## config.mk

```make
export PLATFORM = sky130hd
export DESIGN_NAME = lc_sample_min_max_tracker_top
export DESIGN_NICKNAME = d
export VERILOG_FILES = /design/src/hdl/lcmm_pkg.sv /design/src/hdl/lcmm_pct_div.sv /design/src/hdl/lc_sample_min_max_tracker_top.sv
export SDC_FILE = /design/constraint.sdc
export NUM_CORES = 1
export LEC_CHECK = 0
export BUFFER_PORTS_ARGS = -buffer_cell sky130_fd_sc_hd__buf_2
export CAP_MARGIN = 40
export CORE_UTILIZATION = 45
export CTS_CLUSTER_SIZE = 24
export DETAILED_ROUTE_END_ITERATION = 10
export PLACE_DENSITY = 0.61
export SYNTH_ARGS = -nofsm -noshare
export SYNTH_HDL_FRONTEND = slang
export SYNTH_SLANG_ARGS = --single-unit
```

## constraint.sdc

```tcl
create_clock -name clock -period 8.81 [get_ports clock]
set_input_delay 2.2025 -clock clock [delete_from_list [all_inputs] [get_ports clock]]
set_output_delay 2.2025 -clock clock [all_outputs]
set_load 0.05 [all_outputs]
```

## src/hdl/lcmm_pkg.sv

```systemverilog
// lcmm_pkg: shared types and constants of the lc sample min/max tracker
`default_nettype none

package lcmm_pkg;

   // default widths of the running marks
   localparam int FREQ_BITS_DEF = 24;
   localparam int PEAK_BITS_DEF = 10;

   // percent result: 7 quotient bits cover 0..100
   localparam int PCT_BITS  = 7;
   localparam int PCT_SCALE = 100;
   localparam int CNT_BITS  = $clog2(PCT_BITS);

   // visualiser frame
   localparam int                   FRAME_LEN      = 6;
   localparam int                   FRAME_IDX_BITS = $clog2(FRAME_LEN);
   localparam logic [FRAME_IDX_BITS-1:0] FRAME_LAST = FRAME_IDX_BITS'(FRAME_LEN - 1);
   localparam logic [7:0]           FRAME_HEAD     = 8'h03;
   localparam logic [7:0]           FRAME_TAIL     = 8'hFC;

   // result kinds
   localparam logic KIND_STATS = 1'b0;
   localparam logic KIND_FRAME = 1'b1;

   // one measurement item
   typedef struct packed {
      logic [23:0] frequency;
      logic [9:0]  peak_sample;
      logic [15:0] cycle_count;
      logic        button_level;
   } lcmm_req_type;

   // one result item
   typedef struct packed {
      logic        kind;
      logic [9:0]  peak_value;
      logic [9:0]  peak_spread;
      logic [6:0]  peak_percent;
      logic [15:0] cycle_value;
      logic [23:0] freq_value;
      logic [23:0] freq_spread;
      logic [6:0]  freq_percent;
      logic [7:0]  frame_byte;
      logic        last;
   } lcmm_rsp_type;

   // status from the shared percent divider
   typedef struct packed {
      logic                done;
      logic [PCT_BITS-1:0] quot;
   } lcmm_div_stat_type;

   // sequencer states
   typedef enum logic [2:0] {
      ST_IDLE,
      ST_SPREAD,
      ST_FREQ_DIV,
      ST_PEAK_DIV,
      ST_STATS,
      ST_FRAME
   } lcmm_state_type;

endpackage

`default_nettype wire

```

## src/hdl/lcmm_pct_div.sv

```systemverilog
// lcmm_pct_div: iterative restoring divider giving 100 * num / den, one quotient bit a cycle
`default_nettype none

module lcmm_pct_div #(
   parameter int DW = lcmm_pkg::FREQ_BITS_DEF
) (
   input  wire logic                       clock,
   input  wire logic                       reset,
   input  wire logic                       start,
   input  wire logic [DW-1:0]              num,
   input  wire logic [DW-1:0]              den,
   output      lcmm_pkg::lcmm_div_stat_type stat
);
   import lcmm_pkg::*;

   localparam int RW = DW + PCT_BITS;

   logic [RW-1:0]       rem_ff, rem_in;
   logic [RW-1:0]       dsh_ff, dsh_in;
   logic [PCT_BITS-1:0] q_ff, q_in;
   logic [CNT_BITS-1:0] cnt_ff, cnt_in;
   logic                busy_ff, busy_in;
   logic                done_ff, done_in;
   logic [RW-1:0]       num_w;
   logic [RW:0]         diff;

   assign num_w = RW'(num);
   assign diff  = {1'b0, rem_ff} - {1'b0, dsh_ff};

   // load scaled numerator, then one trial subtract per cycle
   always_comb begin
      rem_in  = rem_ff;
      dsh_in  = dsh_ff;
      q_in    = q_ff;
      cnt_in  = cnt_ff;
      busy_in = busy_ff;
      done_in = 1'b0;
      if (busy_ff) begin
         if (!diff[RW]) begin
            rem_in = diff[RW-1:0];
            q_in   = {q_ff[PCT_BITS-2:0], 1'b1};
         end else begin
            q_in   = {q_ff[PCT_BITS-2:0], 1'b0};
         end
         dsh_in = dsh_ff >> 1;
         cnt_in = cnt_ff + 1'b1;
         if (cnt_ff == CNT_BITS'(PCT_BITS - 1)) begin
            busy_in = 1'b0;
            done_in = 1'b1;
         end
      end else if (start) begin
         // times 100 as 64 + 32 + 4
         rem_in  = (num_w << 6) + (num_w << 5) + (num_w << 2);
         dsh_in  = RW'(den) << (PCT_BITS - 1);
         q_in    = '0;
         cnt_in  = '0;
         busy_in = 1'b1;
      end
   end

   // control state
   always_ff @(posedge clock) begin
      if (reset) begin
         busy_ff <= 1'b0;
         done_ff <= 1'b0;
      end else begin
         busy_ff <= busy_in;
         done_ff <= done_in;
      end
   end

   // datapath
   always_ff @(posedge clock) begin
      rem_ff <= rem_in;
      dsh_ff <= dsh_in;
      q_ff   <= q_in;
      cnt_ff <= cnt_in;
   end

   assign stat.done = done_ff;
   assign stat.quot = q_ff;

`ifndef SYNTHESIS
   a_no_start_busy: assert property (@(posedge clock) disable iff (reset)
      start |-> !busy_ff)
      else $error("divider started while busy");
   a_done_idle: assert property (@(posedge clock) disable iff (reset)
      done_ff |-> !busy_ff)
      else $error("divider done while still busy");
   a_done_pulse: assert property (@(posedge clock) disable iff (reset)
      done_ff |=> !done_ff)
      else $error("divider done held for more than one cycle");
   a_busy_from_start: assert property (@(posedge clock) disable iff (reset)
      $rose(busy_ff) |-> $past(start))
      else $error("divider went busy without a start");
`endif

endmodule

`default_nettype wire

```

## src/hdl/lc_sample_min_max_tracker_top.sv

```systemverilog
// lc_sample_min_max_tracker_top: running min/max tracker with statistics and frame reports
//
// req channel: one lc tank measurement per item (frequency, peak sample, cycle count,
// button level). req_stall is high from acceptance until the item's work is done.
// rsp channel: statistics results (kind 0) or six frame byte results (kind 1),
// held in an output register until the receiver drops rsp_stall.
// A falling edge of the button toggles the report mode; while the button reads low the
// marks are cleared and the item yields no result, and the tracker stays ready for the next item.
// Statistics: the two percent values run one after the other through a shared divider
// that yields one quotient bit a cycle; the result is loaded once both percents are done,
// and the next item is taken after the result load.
// Frame: one byte loaded per cycle while the output is free; the first byte is loaded in the
// frame state that follows acceptance, and the next item is taken after the last byte load.
// A stalled receiver holds the current result and pauses the sequencer before the next
// result load; a new item can be accepted while the last result still waits.
// Reset (synchronous): marks to their empty values, button released, statistics mode,
// no result pending.
`default_nettype none

module lc_sample_min_max_tracker_top #(
   parameter int FREQ_BITS = lcmm_pkg::FREQ_BITS_DEF,
   parameter int PEAK_BITS = lcmm_pkg::PEAK_BITS_DEF
) (
   input  wire logic                  clock,
   input  wire logic                  reset,
   input  wire logic                  req_valid,
   output      logic                  req_stall,
   input  wire lcmm_pkg::lcmm_req_type req_item,
   output      logic                  rsp_valid,
   input  wire logic                  rsp_stall,
   output      lcmm_pkg::lcmm_rsp_type rsp_item
);
   import lcmm_pkg::*;

   localparam int DW = (FREQ_BITS > PEAK_BITS) ? FREQ_BITS : PEAK_BITS;

   lcmm_state_type          state_ff, state_in;
   logic [FREQ_BITS-1:0]    flow_ff, flow_in, fhigh_ff, fhigh_in;
   logic [PEAK_BITS-1:0]    plow_ff, plow_in, phigh_ff, phigh_in;
   logic                    btn_prev_ff, btn_prev_in;
   logic                    mode_ff, mode_in;
   logic [FREQ_BITS-1:0]    freq_ff, freq_in;
   logic [PEAK_BITS-1:0]    peak_ff, peak_in;
   logic [15:0]             cyc_ff, cyc_in;
   logic [FREQ_BITS-1:0]    fspr_ff, fspr_in;
   logic [PEAK_BITS-1:0]    pspr_ff, pspr_in;
   logic [PCT_BITS-1:0]     fpct_ff, fpct_in, ppct_ff, ppct_in;
   logic [FRAME_IDX_BITS-1:0] byte_idx_ff, byte_idx_in;
   logic                    rsp_valid_ff, rsp_valid_in;
   lcmm_rsp_type            rsp_item_ff, rsp_item_in;

   logic                    req_acc;
   logic                    out_free;
   logic                    press;
   logic                    div_start;
   logic [DW-1:0]           div_num, div_den;
   lcmm_div_stat_type       div_stat;
   logic [FREQ_BITS-1:0]    freq_w;
   logic [PEAK_BITS-1:0]    peak_w;
   logic [15:0]             peak16;
   logic [7:0]              frame_byte;

   assign req_stall = (state_ff != ST_IDLE);
   assign req_acc   = req_valid && !req_stall;
   assign out_free  = !rsp_valid_ff || !rsp_stall;
   assign freq_w    = FREQ_BITS'(req_item.frequency);
   assign peak_w    = PEAK_BITS'(req_item.peak_sample);
   assign press     = btn_prev_ff && !req_item.button_level;
   assign peak16    = 16'(peak_ff);

   // frame byte by position
   always_comb begin
      case (byte_idx_ff)
         3'd0:    frame_byte = FRAME_HEAD;
         3'd1:    frame_byte = peak16[7:0];
         3'd2:    frame_byte = peak16[15:8];
         3'd3:    frame_byte = cyc_ff[7:0];
         3'd4:    frame_byte = cyc_ff[15:8];
         default: frame_byte = FRAME_TAIL;
      endcase
   end

   // shared percent divider
   lcmm_pct_div #(
      .DW (DW)
   ) u_pct_div (
      .clock (clock),
      .reset (reset),
      .start (div_start),
      .num   (div_num),
      .den   (div_den),
      .stat  (div_stat)
   );

   // sequencer: next state, marks and result load
   always_comb begin
      state_in     = state_ff;
      flow_in      = flow_ff;
      fhigh_in     = fhigh_ff;
      plow_in      = plow_ff;
      phigh_in     = phigh_ff;
      btn_prev_in  = btn_prev_ff;
      mode_in      = mode_ff;
      freq_in      = freq_ff;
      peak_in      = peak_ff;
      cyc_in       = cyc_ff;
      fspr_in      = fspr_ff;
      pspr_in      = pspr_ff;
      fpct_in      = fpct_ff;
      ppct_in      = ppct_ff;
      byte_idx_in  = byte_idx_ff;
      rsp_item_in  = rsp_item_ff;
      rsp_valid_in = rsp_valid_ff && rsp_stall;
      div_start    = 1'b0;
      div_num      = DW'(fhigh_ff - flow_ff);
      div_den      = DW'(fhigh_ff);

      case (state_ff)
         ST_IDLE: begin
            if (req_acc) begin
               freq_in     = freq_w;
               peak_in     = peak_w;
               cyc_in      = req_item.cycle_count;
               btn_prev_in = req_item.button_level;
               mode_in     = mode_ff ^ press;
               if (!req_item.button_level) begin
                  // button held: back to empty marks, no result
                  flow_in  = '1;
                  fhigh_in = '0;
                  plow_in  = '1;
                  phigh_in = '0;
               end else begin
                  if (freq_w < flow_ff)  flow_in  = freq_w;
                  if (freq_w > fhigh_ff) fhigh_in = freq_w;
                  if (peak_w < plow_ff)  plow_in  = peak_w;
                  if (peak_w > phigh_ff) phigh_in = peak_w;
                  byte_idx_in = '0;
                  state_in    = (mode_ff ^ press) ? ST_FRAME : ST_SPREAD;
               end
            end
         end

         ST_SPREAD: begin
            // spreads and the frequency percent start
            fspr_in   = fhigh_ff - flow_ff;
            pspr_in   = phigh_ff - plow_ff;
            div_start = 1'b1;
            state_in  = ST_FREQ_DIV;
         end

         ST_FREQ_DIV: begin
            div_num = DW'(pspr_ff);
            div_den = DW'(phigh_ff);
            if (div_stat.done) begin
               fpct_in   = (fhigh_ff == '0) ? '0 : div_stat.quot;
               div_start = 1'b1;
               state_in  = ST_PEAK_DIV;
            end
         end

         ST_PEAK_DIV: begin
            if (div_stat.done) begin
               ppct_in  = (phigh_ff == '0) ? '0 : div_stat.quot;
               state_in = ST_STATS;
            end
         end

         ST_STATS: begin
            if (out_free) begin
               rsp_item_in.kind         = KIND_STATS;
               rsp_item_in.peak_value   = 10'(peak_ff);
               rsp_item_in.peak_spread  = 10'(pspr_ff);
               rsp_item_in.peak_percent = ppct_ff;
               rsp_item_in.cycle_value  = cyc_ff;
               rsp_item_in.freq_value   = 24'(freq_ff);
               rsp_item_in.freq_spread  = 24'(fspr_ff);
               rsp_item_in.freq_percent = fpct_ff;
               rsp_item_in.frame_byte   = '0;
               rsp_item_in.last         = 1'b1;
               rsp_valid_in             = 1'b1;
               state_in                 = ST_IDLE;
            end
         end

         ST_FRAME: begin
            if (out_free) begin
               rsp_item_in              = '0;
               rsp_item_in.kind         = KIND_FRAME;
               rsp_item_in.frame_byte   = frame_byte;
               rsp_item_in.last         = (byte_idx_ff == FRAME_LAST);
               rsp_valid_in             = 1'b1;
               byte_idx_in              = byte_idx_ff + 1'b1;
               if (byte_idx_ff == FRAME_LAST) begin
                  state_in = ST_IDLE;
               end
            end
         end

         default: begin
            state_in = ST_IDLE;
         end
      endcase
   end

   // control state
   always_ff @(posedge clock) begin
      if (reset) begin
         state_ff     <= ST_IDLE;
         flow_ff      <= '1;
         fhigh_ff     <= '0;
         plow_ff      <= '1;
         phigh_ff     <= '0;
         btn_prev_ff  <= 1'b1;
         mode_ff      <= 1'b0;
         rsp_valid_ff <= 1'b0;
      end else begin
         state_ff     <= state_in;
         flow_ff      <= flow_in;
         fhigh_ff     <= fhigh_in;
         plow_ff      <= plow_in;
         phigh_ff     <= phigh_in;
         btn_prev_ff  <= btn_prev_in;
         mode_ff      <= mode_in;
         rsp_valid_ff <= rsp_valid_in;
      end
   end

   // item and result payload
   always_ff @(posedge clock) begin
      freq_ff     <= freq_in;
      peak_ff     <= peak_in;
      cyc_ff      <= cyc_in;
      fspr_ff     <= fspr_in;
      pspr_ff     <= pspr_in;
      fpct_ff     <= fpct_in;
      ppct_ff     <= ppct_in;
      byte_idx_ff <= byte_idx_in;
      rsp_item_ff <= rsp_item_in;
   end

   assign rsp_valid = rsp_valid_ff;
   assign rsp_item  = rsp_item_ff;

`ifndef SYNTHESIS
   a_stats_last: assert property (@(posedge clock) disable iff (reset)
      (rsp_valid_ff && rsp_item_ff.kind == KIND_STATS) |-> rsp_item_ff.last)
      else $error("statistics item without last");
   a_pct_range: assert property (@(posedge clock) disable iff (reset)
      rsp_valid_ff |-> (rsp_item_ff.freq_percent <= PCT_BITS'(PCT_SCALE)
                        && rsp_item_ff.peak_percent <= PCT_BITS'(PCT_SCALE)))
      else $error("percent above 100");
   a_frame_idx: assert property (@(posedge clock) disable iff (reset)
      (state_ff == ST_FRAME) |-> (byte_idx_ff <= FRAME_LAST))
      else $error("frame byte index out of range");
   a_div_wait: assert property (@(posedge clock) disable iff (reset)
      (state_ff == ST_SPREAD) |=> (state_ff == ST_FREQ_DIV && !div_stat.done))
      else $error("frequency percent done too early");
`endif

endmodule

`default_nettype wire

```

# Word-level counts from Yosys, hierarchy flattened
# Cells that the tools add are included.
# Widths: inputs -> output; s select.
# word_totals
latch_bits	0
mem_bits_ro	0
word_cells	143
out_inout_bits	110
memories	0
inputBits	55
mem_bits_rw	0
reg_bits	356
# classes
add_sub_neg	7
muxes	45
n_div	0
magnitude_cmp	4
bitwise_logic	2
shift	0
mul	0
reduce_logical	29
eq_ne	23
# ops
cell	n
$mux 108	2
$pmux 108 s2	1
$mux 24	6
$mux 31	3
$mux 10	4
$pmux 8 s5	1
$mux 3	13
$sub 31x30->32	1
$add 30x29->31	1
$add 31x26->31	1
$mux 30	1
$mux 29	1
$gt 24x24->1	1
$logic_not 24->1	1
$lt 24x24->1	1
$sub 24x24->24	1
$pmux 3 s6	1
$eq 3x3->1 const B	5
$reduce_and 3->1	5
$mux 7	2
$eq 3x2->1 const B	4
$ne 2x1->1 const B	6
$ne 2x2->1 const B	6
$gt 10x10->1	1
20 further kinds	41

# Logic depth before layout (Yosys ltp)
# Gate-level depths: netlist (run 1).
# depth
ltp_word	7
mapped_depth	24
ltp_nobuf	23

# Hierarchy
# A second synthesis (run 1) with hierarchy kept.
# hier_totals
hier_cells	1978
area_unflattened_um2	20923.8
# modules_own_cells
module	n_inst	area_per_inst_um2	seq_area_each_um2	cells_each
lc_sample_min_max_tracker_top	1	14674.1	7757.4	1351
lcmm_pct_div	1	6249.7	2172.1	627

# Worst setup path after synthesis (run 1)
# OpenSTA, ideal clock, no wires.
# synth_timing
path_type	input to register
start	in rsp_stall
end	reg rsp_item_ff, in the netlist rsp_item[0] (enable)
setup_time_ns	0.577
slack_ns	1.371
arrival_ns	6.861
n_path_buf	0
t_required_ns	8.233
stages	3
path_cell_list	nand2_1 inv_1 nor2_1
# synth_between
elab_chain_len	4
elab_cells_between_ends	5
classes_between	eq/ne (2); reduce/logical (3)
# synth_rtl
item	line	text
start: declaration	lc_sample_min_max_tracker_top.sv:30	input wire logic rsp_stall,
$logic_not 1->1 *	lc_sample_min_max_tracker_top.sv:65	assign out_free = !rsp_valid_ff || !rsp_stall;
$logic_or 1x1->1 *	lc_sample_min_max_tracker_top.sv:65	
$ne 2x2->1 (no source line)	-	
$reduce_and 3->1 (no source line) *	-	
end signal: assignment	lc_sample_min_max_tracker_top.sv:238	rsp_item_ff <= rsp_item_in;
end: declaration	lc_sample_min_max_tracker_top.sv:50	lcmm_rsp_type rsp_item_ff, rsp_item_in;
# Mark *: on every way between the ends. The rest lies on a longest branch, timed or not.
# A chain may end at the register's enable or synchronous reset.

# Final worst setup path (run 1)
# layout_timing
start	reg fhigh_ff[0]
end	reg u_pct_div.rem_ff[27] (data pin)
# layout_between
elab_chain_len	6
# layout_rtl
item	line	text
start: declaration	lc_sample_min_max_tracker_top.sv:38	logic [FREQ_BITS-1:0] flow_ff, flow_in, fhigh_ff, fhigh_in;
start signal: assignment	lc_sample_min_max_tracker_top.sv:219	fhigh_ff <= fhigh_in;
$sub 24x24->24 *	lc_sample_min_max_tracker_top.sv:115	div_num = DW'(fhigh_ff - flow_ff);
$mux 24 *	lc_sample_min_max_tracker_top.sv:118	case (state_ff)
$add 30x29->31	lcmm_pct_div.sv:53	rem_in = (num_w << 6) + (num_w << 5) + (num_w << 2);
$add 31x26->31 *	lcmm_pct_div.sv:53	
$mux 31 *	lcmm_pct_div.sv:51	end else if (start) begin
$mux 31 *	lcmm_pct_div.sv:38	if (busy_ff) begin
named net u_pct_div.rem_in[27]	lcmm_pct_div.sv:18	logic [RW-1:0] rem_ff, rem_in;
end signal: assignment	lcmm_pct_div.sv:74	rem_ff <= rem_in;
end: declaration	lcmm_pct_div.sv:18	
# Mark *: on every way through the listed nets, which the timed path passes. The rest lies on a longest branch. The select of a mux whose other input is x is not followed.

==> impl_metrics.yaml, run 1 <==
status:
  status: "completed"
timing:
  worst_pin_slew_ns: 0.892
  hold_viol: 0
  fin_crit_ns: 5.65
  clock.fmax_mhz: 177
  finClkSkew_ns: 0.0170
  drv_slew: 0
  fin_ws_ns: 3.16
  final.setup.tns_ns: 0
  grt_setup_unrepaired: "false"
  slew_headroom_pct: 40.5
  fin_crit_sh_pct: 64.1
  setup_viol: 0
critical_path:
  end_kind: "register"
  max_stage_delay_ns: 0.57
  cpLargestDelayFamily: "compound AO/OA/AOI/OAI gates"
  path_class: "reg2reg"
  crit_required_ns: 9.13
  cp_common_cell: "inv_1"
  worst-path-max-fanout: 6
  critPathLaunchType: "register"
  crit_arrival_ns: 5.97
  path_cells: "inv_1, ha_1, inv_1, fa_1, a211o_1, a21boi_0, o211ai_1, a21oi_1, or2_2, o21bai_1, xor2_1, nand2_1, fa_1, inv_1, ha_1, a21oi_1, o221ai_1, a31oi_1, o21ai_0, a221oi_1, xor2_1, nor2_1, a31o_2"
  cp_num_buf_inv: 3
  crit_path_top_delay_cell: "fa_1"
yosys:
  yosys_warnings: 0
  synth_top_area_share_pct: 40.8
  yosys-top-cells-area: "edfxtp_1 (41%), ha_1 (9.9%), dfxtp_1 (7.4%), and2_1 (3.7%), inv_1 (3.1%)"
  synthTopCellsByCount: "edfxtp_1 (280), inv_1 (170), ha_1 (163)"
  ys_async_sr_fraction_pct: 0
  synthFlopType: "edfxtp_1"
  synth.most_common_cell: "edfxtp_1"
  avgSynthCellArea_um2: 10.5
  seq_area_frac_synth_pct: 48.2
  synth_edf_count: 280
  synth_top_area_cell: "edfxtp_1"
  syn_nets: 2194
  synth_cells: 1952
  ys_seq_elements: 356
  ys_types: 73
  syn-cell-area_um2: 20600
place:
  dp_hpwl_um: 37000
  pre_cts_ws_ns: 3.23
  postPlaceCellArea_um2: 22000
  gp_congestion: 0.876
  port_buffers: 164
detailed_routing:
  wl_per_cell_um: 18.7
  drtIter0Drc: 1058
  antenna_left: 0
  via_count: 15200
  drc: 0
  wl_um: 50900
  dr.pass1.iters: 5
  viasPerCell: 5.60
finish:
  area_delta_synth_final_pct: 13.8
  regArea_um2: 9930
  fin_area_um2: 23400
  drive_above_1_share_pct: 12.6
  multi_input_area_um2: 9670
  final.fill_count: 4087
  nets: 2329
cts:
  clk_pin_slew_ns: 0.06
  cts_resized: 0
  clock_latency_ns: 0.58
  numClockSinks: 356
  htreeDepth: 2
  cts_setup_buffers: 0
  cts_buffer_depth: 3
  cts_made_buffers: 42
  clock-root-buffer: "clkbuf_16"
  cts_tree: "done"
  cts_hold_buf: 0
power_and_ir_drop:
  irDropWorstVdd_uv: 171
  power.density_nw_per_um2: 345
  power.leakage_nw: 9.87
global_routing:
  track_usage_pct: 22.1
  grt_pass1_wl_um: 81800
  grt_pass1_vias: 14900
  grt_overflow_total: 0
  antenna_found_initial: 1
  grt_max_degree: 79
floorplanning:
  start_util_pct: 45.5
  core_area_um2: 45300
  die_area_um2: 46600
  ios: 165
  rows: 78
  dieHeight_um: 216
  die_w_um: 216
job:
  maxCapViolCount: 0
hold_path:
  holdCritPathClass: "reg2reg"
metrics by stage:
stage / power, mW / hold WS (ns) / utilization [%] / std cells
2_1_floorplan: 5.38 / 0.429 / - / 1952
3_3_place_gp: 6.22 / 0.448 / 48.5 / 2640
3_5_place_dp: 6.29 / 0.457 / 48.6 / 2643
4_1_cts: 8.14 / 0.472 / 51.8 / 2720
5_1_grt: 8.66 / 0.495 / 51.8 / 2721
6_report: 8.10 / 0.471 / 51.8 / 2721
final timing paths:
check	from	end	slack [ns]	depth (start not counted)
setup / recovery	fhigh_ff[0]$_SDFFE_PP0P_	u_pct_div.rem_ff[27]$_DFFE_PP_	3.16	23
hold reg to reg	btn_prev_ff$_SDFFE_PP1P_	btn_prev_ff$_SDFFE_PP1P_	0.47	2
setup reg to reg	fhigh_ff[0]$_SDFFE_PP0P_	u_pct_div.rem_ff[27]$_DFFE_PP_	3.16	23
hold / removal	btn_prev_ff$_SDFFE_PP1P_	btn_prev_ff$_SDFFE_PP1P_	0.47	2
report_power, final:
part	switching, mW	total (mW)	leakage, nW	internal [mW]
sequential	0.212	2.69	3.24	2.47
combinational	2.31	3.59	5.94	1.28
clock	0.725	1.82	0.690	1.09
tightest hold or removal path: cells and delay by family (launching register included):
| kind | cells | cell delay (ns) |
|---|---|---|
| flops | 1 | 0.32 |
| simple gates | 1 | 0.06 |
| compound gates | 1 | 0.06 |
logic make-up after synthesis:
group	share of synthesized area (%)
AND/OR/NAND/NOR	15.3
AO/OA/AOI/OAI	15.8
flip-flops	48.2
buffers and inverters	4.94
adder cells (fa/ha/maj)	12.2
XOR/XNOR	2.93
multiplexers	0.608
registers in the layout, summed over array words and instances (netlist names), 3 cells and up:
name and cells:
fpct_ff 7, peak_ff 10, u_pct_div.dsh_ff 30, u_pct_div.q_ff 7, freq_ff 24, pspr_ff 10, rsp_item 108, cyc_ff 16
byte_idx_ff 3, u_pct_div.cnt_ff 3, ppct_ff 7, fhigh_ff 24, fspr_ff 24, plow_ff 10, phigh_ff 10, state_ff 3
u_pct_div.rem_ff 31, flow_ff 24
cell type report:
cell class / count / area share, %
Tap cell: 600 / 3.20
Timing Repair Buffer: 184 / 4.26
Clock buffer: 52 / 4.82
Antenna cell: 1 / 0.0107
Multi-Input combinational cell: 1332 / 41.3
Clock inverter: 25 / 1.32
Sequential cell: 356 / 42.4
Inverter: 171 / 2.74
metal layers:
metal,global-route usage [%],wire length (um),vias up
met3,3.11,2340,91
met4,7.44,1610,0
met1,29.6,22900,7365
met5,0,0,-
li1,-,-,7402
met2,36.8,24000,374
cell usage in the layout, fill, tap and decap left out, drive strengths merged, types with 37 or more instances in the layout:
cell | Yosys | layout
o21ai | 68 | 68
xnor2 | 46 | 46
dfxtp | 76 | 76
nor4b | 37 | 37
nor2 | 141 | 141
clkbuf | 86 | 52
edfxtp | 280 | 280
nand2 | 111 | 111
a211oi | 51 | 51
inv | 171 | 172
ha | 163 | 163
a21oi | 122 | 122
nor3 | 41 | 41
and2 | 122 | 122
a21o | 53 | 53
buf | 7 | 184
Power figures use the tool's default switching activity.
==> run 2: changes to the inputs <==
Clock period 8.81 ns to 5.4 ns, I/O delays scaled along.
==> impl_metrics.yaml, run 2 (synthesis gave the netlist of run 1 again) <==
timing:
  setup_viol: 0
  fin_crit_sh_pct: 95.9
  worst_pin_slew_ns: 0.950
  slew_headroom_pct: 36.7
  finClkSkew_ns: 0.0198
  grt_setup_unrepaired: "true"
  fin_crit_ns: 5.18
  hold_viol: 0
  drv_slew: 0
  clock.fmax_mhz: 193
power_and_ir_drop:
  p_comb_share_pct: 45.4
  switching_share_pct: 40.1
  power_frac_seq_pct: 32.5
  finalPower_mw: 13.4
  power_switching_mw: 5.37
  power_frac_clock_pct: 22.0
  power.density_nw_per_um2: 563
  power.leakage_nw: 10.0
  internal_power_mw: 8.03
  irDropWorstVdd_uv: 299
hold_path:
  holdCritPathClass: "reg2reg"
critical_path:
  end_kind: "register"
  cpLargestDelayFamily: "compound AO/OA/AOI/OAI gates"
  crit_path_top_delay_cell: "fa_1"
  critPathLaunchType: "register"
  path_class: "reg2reg"
  path_cells: "inv_1, ha_1, nor2b_2, o2111ai_2, a311oi_2, buf_4, and4bb_2, or2_1, o21a_1, o311ai_4, nand2_1, fa_1, inv_1, ha_2, a21oi_1, nor2b_1, o21ai_0, a21oi_1, a211oi_1, o21ai_2, a211oi_2, a21oi_1"
  crit_arrival_ns: 5.45
  crit_required_ns: 5.67
  max_stage_delay_ns: 0.54
  cp_common_cell: "a21oi_1"
  cp_num_buf_inv: 3
  worst-path-max-fanout: 7
place:
  dp_hpwl_um: 36900
  postPlaceCellArea_um2: 22100
  port_buffers: 164
  dp_cells: 2659
  gp_congestion: 0.862
cts:
  cts_tree: "done"
  clk_pin_slew_ns: 0.06
  clock_latency_ns: 0.57
  clock-root-buffer: "clkbuf_16"
  cts_buffer_depth: 3
  numClockSinks: 356
  htreeDepth: 2
  cts_made_buffers: 40
  cts_hold_buf: 0
detailed_routing:
  drtIter0Drc: 1087
  antenna_left: 0
  dr.pass1.iters: 6
  via_count: 15300
  viasPerCell: 5.61
  wl_um: 51400
  drc: 0
  wl_per_cell_um: 18.8
floorplanning:
  dieHeight_um: 216
  die_w_um: 216
  die_area_um2: 46600
  rows: 78
  start_util_pct: 45.5
  core_area_um2: 45300
  ios: 165
finish:
  finalNonFillerCells: 2734
  largest_reg_flops: 108
  area_delta_synth_final_pct: 15.6
  final_common_cell: "edfxtp_1"
  final_cell_mix: "edfxtp_1 (280), inv_1 (170), buf_2 (164), ha_1 (155), nor2_1 (139)"
  final_util_pct: 52.6
  num_antenna_cells: 0
  drive_above_1_share_pct: 15.2
  nets: 2344
  fin_area_um2: 23800
global_routing:
  antenna_found_initial: 0
  grt_pass1_wl_um: 80300
  track_usage_pct: 21.8
  grt_overflow_total: 0
  grt_max_degree: 109
  grt_pass1_vias: 14900
job:
  maxCapViolCount: 0
status:
  status: "completed"
-- run 2: cell types whose count changed in the layout (fill, tap and decap cells not counted), sizes merged --
cell,previous run,this run
diode,1,0
buf,184,201
clkbuf,52,50
inv,172,171
clkinvlp,4,2
clkinv,14,15
bufinv,6,7
-- run 2: power by group through the flow --
stage / Clock, mW / Sequential, mW / Combinational (mW)
2_1_floorplan: 0 / 4.73 / 4.03
3_3_place_gp: 0 / 4.40 / 5.83
3_5_place_dp: 0 / 4.41 / 5.95
4_1_cts: 3.02 / 4.36 / 6.00
5_1_grt: 3.12 / 4.43 / 6.73
6_report: 2.95 / 4.36 / 6.09
-- run 2: area by class of cell --
type	count	area, um^2
Fill cell	4071	21500
Multi-Input combinational cell	1332	9890
Clock buffer	50	1090
Clock inverter	24	347
Timing Repair Buffer	201	1150
Inverter	171	643
Sequential cell	356	9930
Tap cell	600	751
-- run 2: per-stage QoR --
step	hold WS, ns	setup WS, ns	TNS [ns]
final	0.487	0.221	0
after global routing	0.504	-0.0749	-0.133
after CTS	0.483	0.0390	0
after detailed placement	0.468	0.0114	0
after global placement	0.449	0.126	0
after floorplan	0.429	0.0458	0
-- run 2: final timing paths --
kind,from,end,slack (ns),depth (start not counted)
worst min-delay path,btn_prev_ff$_SDFFE_PP1P_,btn_prev_ff$_SDFFE_PP1P_,0.49,2
worst max-delay path,flow_ff[1]$_SDFFE_PP1P_,u_pct_div.rem_ff[30]$_DFFE_PP_,0.22,22
worst min register to register,btn_prev_ff$_SDFFE_PP1P_,btn_prev_ff$_SDFFE_PP1P_,0.49,2
worst max register to register,flow_ff[1]$_SDFFE_PP1P_,u_pct_div.rem_ff[30]$_DFFE_PP_,0.22,22
-- run 2: worst register-to-register path, cell delays in order (launching register included) --
cell and delay [ns]:
dfxtp_1 0.35, inv_1 0.10, ha_1 0.28, nor2b_2 0.18
o2111ai_2 0.18, a311oi_2 0.31, buf_4 0.16, and4bb_2 0.27
or2_1 0.28, o21a_1 0.22, o311ai_4 0.28, nand2_1 0.13
fa_1 0.54, inv_1 0.05, ha_2 0.33, a21oi_1 0.16
nor2b_1 0.06, o21ai_0 0.21, a21oi_1 0.10, a211oi_1 0.27
o21ai_2 0.13, a211oi_2 0.23, a21oi_1 0.07
-- run 2: timing repair --
action,CTS,global route
setup buffers,0,1
gates resized for setup,4,49
endpoints found under the setup margin,3,12
pin swaps,0,11
-- run 2: per-layer routing --
metal	vias up	track usage [%]	wire, um
met5	-	0	0
met4	0	8.92	1770
met3	91	2.57	2060
met2	367	37.4	25100
met1	7436	27.8	22500
li1	7443	-	-
==> run 3: changes to the inputs <==
Settings changed: REMOVE_ABC_BUFFERS set to 1.
==> impl_metrics.yaml, run 3 (synthesis gave the netlist of run 1 again) <==
timing:
  worst_pin_slew_ns: 0.869
  hold_viol: 0
  fin_crit_sh_pct: 95.0
  clock.fmax_mhz: 195
  fin_crit_ns: 5.13
  slew_headroom_pct: 42.1
  drv_slew: 0
  finClkSkew_ns: 0.0179
  setup_viol: 0
  holdWs_ns: 0.463
cts:
  clk_pin_slew_ns: 0.06
  htreeDepth: 2
  cts_hold_buf: 0
  cts_buffer_depth: 3
  clock_latency_ns: 0.57
  cts_tree: "done"
  numClockSinks: 356
  cts_made_buffers: 41
  clock-root-buffer: "clkbuf_16"
  cts_resized: 0
  cts_setup_buffers: 0
finish:
  final.fill_count: 4139
  nets: 2350
  finalNonFillerCells: 2741
  area_delta_synth_final_pct: 14.8
  drive_above_1_share_pct: 14.6
  final_cell_mix: "edfxtp_1 (280), inv_1 (169), buf_2 (164), ha_1 (160), nor2_1 (139)"
  largest_reg_flops: 108
  final_common_cell: "edfxtp_1"
  final_util_pct: 52.2
detailed_routing:
  drtIter0Drc: 1081
  dr.pass1.iters: 7
  viasPerCell: 5.60
  wl_per_cell_um: 18.8
  antenna_left: 0
  wl_um: 51400
  drc: 0
  via_count: 15300
global_routing:
  grt_overflow_total: 0
  grt_pass1_vias: 14900
  track_usage_pct: 21.9
  antenna_found_initial: 0
  grt_max_degree: 109
  grt_pass1_wl_um: 80800
floorplanning:
  ios: 165
  rows: 78
  dieHeight_um: 216
  start_util_pct: 45.5
  die_area_um2: 46600
  core_area_um2: 45300
  die_w_um: 216
place:
  gp_congestion: 0.881
  dp_cells: 2664
  dp_hpwl_um: 37000
  port_buffers: 164
power_and_ir_drop:
  irDropWorstVdd_uv: 259
  power.leakage_nw: 9.97
  finalPower_mw: 13.2
  power.density_nw_per_um2: 557
critical_path:
  path_cells: "inv_1, ha_1, o2111ai_2, a311oi_2, buf_4, and4bb_2, or2_1, o21a_1, o311ai_4, nand2_1, fa_1, inv_1, ha_2, a21oi_1, nor2b_1, o21ai_1, a21oi_1, a211oi_1, o21ai_1, a211oi_2, a21oi_1"
  cp_num_buf_inv: 3
  crit_required_ns: 5.68
  end_kind: "register"
  cp_common_cell: "a21oi_1"
  crit_arrival_ns: 5.41
  worst-path-max-fanout: 7
  max_stage_delay_ns: 0.54
  r2r_setup_slack_ns: 0.27
  critPathLaunchType: "register"
  crit_path_top_delay_cell: "fa_1"
  path_class: "reg2reg"
  cpLargestDelayFamily: "compound AO/OA/AOI/OAI gates"
hold_path:
  holdCritPathClass: "reg2reg"
job:
  maxCapViolCount: 0
status:
  status: "completed"
run 3: routing by layer:
layer | up-vias | share of wire, % | GRT usage (%)
met4 | 0 | 3.1 | 8.15
met1 | 7463 | 45 | 28.7
met5 | - | 0 | 0
met2 | 346 | 48 | 37.2
li1 | 7460 | - | -
met3 | 75 | 3.8 | 2.48
run 3: cell type report:
type                       count  area, um^2  share of cell area, %
antenna                        1        2.50                 0.0106
clock buffer                  59        1150                   4.89
clock inverter                16         165                  0.699
inverter                     171         643                   2.72
multi-input combinational   1332        9810                   41.5
sequential                   356        9930                   42.0
tap                          600         751                   3.18
timing repair buffer         206        1180                   4.98
run 3: worst reg2reg max path: cells and delay by family, from the launching register on:
kind,cells,cell delay [ns]
compound gates,11,2.17
buf+inv,3,0.32
flops,1,0.36
simple gates,4,0.74
fa+ha+maj,3,1.27
run 3: final timing paths:
check | startpoint | cells past startpoint | end
worst max-delay path | flow_ff[2]$_SDFFE_PP1P_ | 21 | u_pct_div.rem_ff[30]$_DFFE_PP_
worst max register to register | flow_ff[2]$_SDFFE_PP1P_ | 21 | u_pct_div.rem_ff[30]$_DFFE_PP_
worst min register to register | btn_prev_ff$_SDFFE_PP1P_ | 2 | btn_prev_ff$_SDFFE_PP1P_
worst min-delay path | btn_prev_ff$_SDFFE_PP1P_ | 2 | btn_prev_ff$_SDFFE_PP1P_
run 3: metrics by stage:
stage	setup TNS (ns)	area, um^2	setup slack [ns]
after global routing	-0.0264	23600	-0.0167
after global placement	0	22100	0.106
after CTS	0	23500	0.0371
after detailed placement	0	22200	0.0470
after floorplan	-131.06	20200	-1.19
final	0	23600	0.272
run 3: power breakdown:
group	switching, mW	total [mW]	leakage, nW	internal, mW
Clock	1.14	2.74	0.638	1.60
Combinational	3.86	6.07	6.09	2.21
Sequential	0.330	4.37	3.24	4.04
